--- config.mk ---
export PLATFORM = sky130hd
export DESIGN_NAME = nts_ctrl
export DESIGN_NICKNAME = d
export VERILOG_FILES = /design/src/rtl/nts_pkg.sv /design/src/rtl/nts_ctrl.sv
export SDC_FILE = /design/constraint.sdc
export NUM_CORES = 1
export LEC_CHECK = 0
export BUFFER_PORTS_ARGS = -buffer_cell sky130_fd_sc_hd__buf_2
export CORE_AREA = 2 2 39 41
export CTS_CLUSTER_SIZE = 40
export DETAILED_ROUTE_END_ITERATION = 6
export DIE_AREA = 0 0 41 43
export SYNTH_ARGS = -nofsm -noshare
export SYNTH_HDL_FRONTEND = slang
export SYNTH_SLANG_ARGS = --single-unit
--- constraint.sdc ---
create_clock -name clk_i -period 1.6 [get_ports clk_i]
set_clock_uncertainty 0.15 [all_clocks]
set_input_delay 0.16 -clock clk_i [delete_from_list [all_inputs] [get_ports clk_i]]
set_output_delay 0.16 -clock clk_i [all_outputs]
set_load 0.01 [all_outputs]
--- src/rtl/nts_pkg.sv ---
`timescale 1ns / 1ps
// shared types, codes and constants for the nearest timepoint search unit
package nts_pkg;

  localparam int unsigned TABLE_DEPTH_DEFAULT = 4096;
  localparam int unsigned TP_W  = 64;
  localparam int unsigned IDX_W = 12;

  // operation codes
  localparam logic [1:0] OP_APPEND = 2'd0;
  localparam logic [1:0] OP_CLEAR  = 2'd1;
  localparam logic [1:0] OP_QUERY  = 2'd2;

  // status codes
  localparam logic [1:0] ST_OK    = 2'd0;
  localparam logic [1:0] ST_EMPTY = 2'd1;
  localparam logic [1:0] ST_FULL  = 2'd2;

  // where the reported index comes from
  typedef enum logic [1:0] {
    SRC_ZERO,
    SRC_LAST,
    SRC_PICK
  } nts_src_e;

  typedef struct packed {
    logic [1:0]      operation;
    logic [TP_W-1:0] timepoint;
  } nts_in_t;

  typedef struct packed {
    logic [1:0]       status;
    logic [IDX_W-1:0] nearest_index;
  } nts_out_t;

  typedef struct packed {
    logic       accept;
    logic       do_append;
    logic       do_clear;
    logic       search_step;
    logic       rd_lo;
    logic       cap_hi;
    logic       cap_lo;
    logic       finish;
    nts_src_e   src;
    logic [1:0] status;
  } nts_cmd_t;

  typedef struct packed {
    logic table_empty;
    logic table_full;
    logic search_done;
    logic hi_zero;
    logic hi_end;
  } nts_stat_t;

endpackage

--- src/rtl/nts_ctrl.sv ---
`timescale 1ns / 1ps
// controller state machine sequencing append, clear and the nearest search
module nts_ctrl (
  input  logic               clk_i,
  input  logic               rst_ni,
  input  logic               start_i,
  input  logic [1:0]         op_i,
  input  nts_pkg::nts_stat_t stat_i,
  output nts_pkg::nts_cmd_t  cmd_o,
  output logic               busy_o
);
  import nts_pkg::*;

  localparam logic [2:0] S_IDLE   = 3'd0;
  localparam logic [2:0] S_SEARCH = 3'd1;
  localparam logic [2:0] S_CHECK  = 3'd2;
  localparam logic [2:0] S_LO     = 3'd3;
  localparam logic [2:0] S_PICK   = 3'd4;

  logic [2:0] state_q, state_d;

  always_comb begin
    state_d = state_q;
    cmd_o   = '0;
    cmd_o.src    = SRC_ZERO;
    cmd_o.status = ST_OK;
    unique case (state_q)
      S_IDLE: begin
        if (start_i) begin
          cmd_o.accept = 1'b1;
          unique case (op_i)
            OP_APPEND: begin
              cmd_o.finish = 1'b1;
              if (stat_i.table_full) begin
                cmd_o.status = ST_FULL;
              end else begin
                cmd_o.do_append = 1'b1;
              end
            end
            OP_CLEAR: begin
              cmd_o.do_clear = 1'b1;
              cmd_o.finish   = 1'b1;
            end
            OP_QUERY: begin
              if (stat_i.table_empty) begin
                cmd_o.finish = 1'b1;
                cmd_o.status = ST_EMPTY;
              end else begin
                state_d = S_SEARCH;
              end
            end
            default: begin
              cmd_o.finish = 1'b1;
            end
          endcase
        end
      end
      S_SEARCH: begin
        cmd_o.search_step = 1'b1;
        if (stat_i.search_done) begin
          state_d = S_CHECK;
        end
      end
      S_CHECK: begin
        priority if (stat_i.hi_zero) begin
          cmd_o.finish = 1'b1;
          state_d      = S_IDLE;
        end else if (stat_i.hi_end) begin
          cmd_o.finish = 1'b1;
          cmd_o.src    = SRC_LAST;
          state_d      = S_IDLE;
        end else begin
          cmd_o.rd_lo  = 1'b1;
          cmd_o.cap_hi = 1'b1;
          state_d      = S_LO;
        end
      end
      S_LO: begin
        cmd_o.cap_lo = 1'b1;
        state_d      = S_PICK;
      end
      S_PICK: begin
        cmd_o.finish = 1'b1;
        cmd_o.src    = SRC_PICK;
        state_d      = S_IDLE;
      end
      default: begin
        state_d = S_IDLE;
      end
    endcase
  end

  always_ff @(posedge clk_i or negedge rst_ni) begin
    if (!rst_ni) begin
      state_q <= S_IDLE;
    end else begin
      state_q <= state_d;
    end
  end

  assign busy_o = (state_q != S_IDLE);

endmodule

## Yosys cells after proc, flatten, opt, wreduce, memory -nomap -nowiden

Cells that the tools add are included.
W data, S select, Z words.

- Reduce and logical (&&, ||, !) cells: 4
- Muxes and demuxes: 30
- Eq/ne operators: 10

Operators by type and width:

| cell | count |
|---|---|
| $mux W3 | 8 |
| $mux W2 | 8 |
| $pmux W3 S4 | 1 |
| $mux W1 | 10 |
| $pmux W2 S2 | 2 |
| $eq A3 B2 Y1 const B | 2 |
| $ne A2 B2 Y1 const B | 3 |
| $reduce_and A4 Y1 | 1 |
| $eq A3 B1 Y1 const B | 1 |
| $eq A3 B3 Y1 const B | 1 |
| $logic_not A3 Y1 | 1 |
| $pmux W1 S3 | 1 |
| $reduce_bool A3 Y1 | 1 |
| $eq A2 B1 Y1 const B | 1 |
| $eq A2 B2 Y1 const B | 1 |
| $logic_not A2 Y1 | 1 |
| $ne A2 B1 Y1 const B | 1 |

- Input bits: 10
- Word-level logic and storage cells: 45
- Output and inout port bits: 13
- Bits in registers: 3

## Logic depth before layout (Yosys ltp)

- Word-level depth: 4
- Depth in mapped cells: 4
- Gate-level depth less buffers: 3

## Worst setup path before layout

No wires, ideal clock.

- Path kind: register to output
- From: register state_q[0]
- To: output cmd_o[7] (netlist name)
- Path slack: 28 ps
- Buffers on the path: 2
- Data arrival time: 1,262 ps
- Required time: 1,290 ps
- Cell stages (with the launch flop): 5
- Cells stage by stage: dfrtp_1 buf_6 or3_4 nor2b_1 buf_4

RTL lines:

| what | RTL line | text |
|---|---|---|
| start: declaration | nts_ctrl.sv:20 | `logic [2:0] state_q, state_d;` |
| start signal: assignment | nts_ctrl.sv:97 | `state_q <= state_d;` |
| end: declaration | nts_ctrl.sv:9 | `output nts_pkg::nts_cmd_t cmd_o,` |

==> results.json <==
{
  "htree_levels": 1,
  "cts_root_buf": "clkbuf_4",
  "cts.clk_slew.worst_paths_ns": 0.04,
  "holdCritStartpoint": "stat_i[2]",
  "grt_pass1_wl_um": 1190,
  "grt_antenna_before_repair": 0,
  "reg2reg_setup_slack_ns": 0.05,
  "power_mw": 0.797,
  "antennaDiodeCount": 0,
  "die-height_um": 43,
  "grtUsageTotal_pct": 10.3,
  "endpoint_kind": "output pin",
  "drv_cap": 0,
  "via_per_inst": 4.32,
  "drc": 0,
  "syn_inst": 36,
  "first_pass_iters": 2,
  "die_w_um": 41,
  "design_area_um2": 586,
  "top_regs": "state_q: 3 flops",
  "cts_buffers": 3,
  "required_ns": 1.29,
  "yosysUniqueCellTypes": 25,
  "r2r_cells": 5,
  "clk_latency_ns": 0.23,
  "drtIter0Drc": 5,
  "yosysSeqAreaShare_pct": 23.3,
  "nets": 80,
  "fp.dieArea_mm2": 0.00176,
  "largest-register": "state_q",
  "synthArstFlopShare_pct": 100,
  "wl_per_cell_um": 9.81,
  "ioPinCount": 23,
  "hold_viol": 0,
  "core_mm2": 0.00138,
  "tns_ns": -0.707,
  "violations": "negative setup slack",
  "worstPathMaxFanout": 4,
  "synth.avg_cell_area_um2": 8.93,
  "ant_nets": 0,
  "postPlaceCellArea_um2": 444,
  "syn_area_um2": 322,
  "synth_top_area_share_pct": 23.3,
  "synthTopCellsByArea": "dfrtp_1 23%, nor4b_4 7.4%, buf_6 7.0%",
  "stdcell_count": 85,
  "ys_top_cells_by_count": "3 x dfrtp_1, 3 x nand3b_1, 3 x nor2_1",
  "cts_tree": "yes",
  "setup_violations": 9,
  "ir_drop_uv": 653,
  "via_count": 367,
  "yosysTopAreaCell": "dfrtp_1",
  "port_buffers": 22,
  "crit_end": "cmd_o[1]",
  "placed_cells": 74,
  "synth-edff-count": 0,
  "period_minus_slack_ns": 1.74,
  "synth_warnings": 0,
  "fin_util_pct": 42.3,
  "initial_utilization_pct": 23.2,
  "gp_congestion": 0.686,
  "p_per_area_mw_per_mm2": 1360,
  "final.setup.worst_slack_ns": -0.139,
  "relSlewSlack_pct": 78.9,
  "tightest_slew_ns": 0.315,
  "period_share_pct": 109,
  "cp-start-kind": "flip-flop",
  "rsz0062_at_grt": "yes",
  "critPathKind": "flip-flop to output pin",
  "max_freq_ghz": 0.575,
  "grt_start_max_net_pins": 8,
  "rr_startpoint": "state_q[0]$_DFFE_PN0P_",
  "synth-main-ff-cell": "dfrtp_1",
  "cp.arrival_ns": 1.43,
  "r2r-end": "state_q[0]$_DFFE_PN0P_",
  "wl_um": 834,
  "drive_above_1_share_pct": 68.1,
  "gr-total-overflow": 0,
  "largest_reg_flops": 3,
  "p_leak_nw": 0.300,
  "synth_seq_cells": 3,
  "clockBufferDepth": 2,
  "area_delta_synth_final_pct": 82.1,
  "setup.worst_path.start": "state_q[0]$_DFFE_PN0P_",
  "dp_hpwl_um": 625,
  "clock_sinks": 3,
  "fp-row-count": 14,
  "status": "finished, violations left",
  "first_global_vias": 310,
  "slew_violations": 0,
  "hold_class": "input pin to flip-flop",
  "syn_nets": 46
}
## cell type report
type                    count  area (µm²)
multi-input cells          28         233
repair buffers             32         220
flip-flops and latches      3        78.8
inverters                   2        7.51
well taps                  16        20.0
fillers                   140         798
clock buffers               4        26.3
## power by group
group          switching, mW  internal (mW)  leakage (nW)
combinational          0.207          0.311         0.249
clock                 0.0382         0.0934        0.0150
sequential            0.0422          0.104        0.0358
## worst min path at each step
stage                     slack [ns]                endpoint  depth (start not counted)
after floorplan                -0.29  state_q[0]$_DFFE_PN0P_                          0
after global placement         -0.19  state_q[2]$_DFFE_PN0P_                          1
after detailed placement       -0.19  state_q[2]$_DFFE_PN0P_                          1
after CTS                       0.06  state_q[1]$_DFFE_PN0P_                          3
after global routing            0.07  state_q[1]$_DFFE_PN0P_                          3
final                           0.07  state_q[1]$_DFFE_PN0P_                          3
## logic make-up (layout without fill, tap and decap cells)
family	count (synthesis)	count (layout)	synth area share (%)
DFF	3	3	23.3
buffers and inverters	5	38	11.7
and+or+nand+nor	22	22	52.9
AOI/OAI and AO/OA	6	6	12.1
## placed cells by master (no fill, tap or decap)
cell,count
or3_4,2
a21oi_2,1
and3_1,1
nor3_1,1
clkbuf_4,3
a31oi_1,1
nor2b_4,1
nor2b_2,1
a21oi_1,1
and2_1,1
and2_2,1
o21ai_0,1
dlygate4sd3_1,1
dfrtp_2,3
buf_6,6
clkbuf_1,1
nand2b_1,2
o21a_1,1
or3b_1,1
and4_1,1
nor3b_2,1
buf_2,18
nand3b_1,3
o22ai_1,1
buf_4,7
nor3_2,1
nand2b_4,1
inv_1,2
nor4b_4,1
nor2_1,3
## routing by layer
metal	share of wire (%)	GRT usage, %	vias up	routed length, µm
li1	-	-	193	-
met1	44	13.6	164	363
met2	51	13.1	10	424
met3	5.6	3.14	0	47
met4	0	8.00	0	0
met5	0	0	-	0
## worst max-delay path, stage by stage, from the launching register on
cell and delay (ns):
dfrtp_2 0.43, nor4b_4 0.38, nand2b_4 0.10, nor3b_2 0.15, buf_2 0.14
## what timing repair did
action | CTS | global route
hold endpoints to repair | 3 | 0
pin swaps | 4 | 4
buffers inserted | 2 | 5
hold buffers | 1 | 0
setup endpoints to repair | 8 | 11
gates resized for setup | 3 | 12
## stage by stage
step / hold WS, ns / worst slack [ns]
4_1_cts: 0.0605 / -0.164
3_5_place_dp: -0.191 / 0.0534
2_1_floorplan: -0.286 / 0.0276
3_3_place_gp: -0.192 / 0.0471
6_report: 0.0713 / -0.139
5_1_grt: 0.0737 / -0.207
Power figures use the tool's default switching activity.
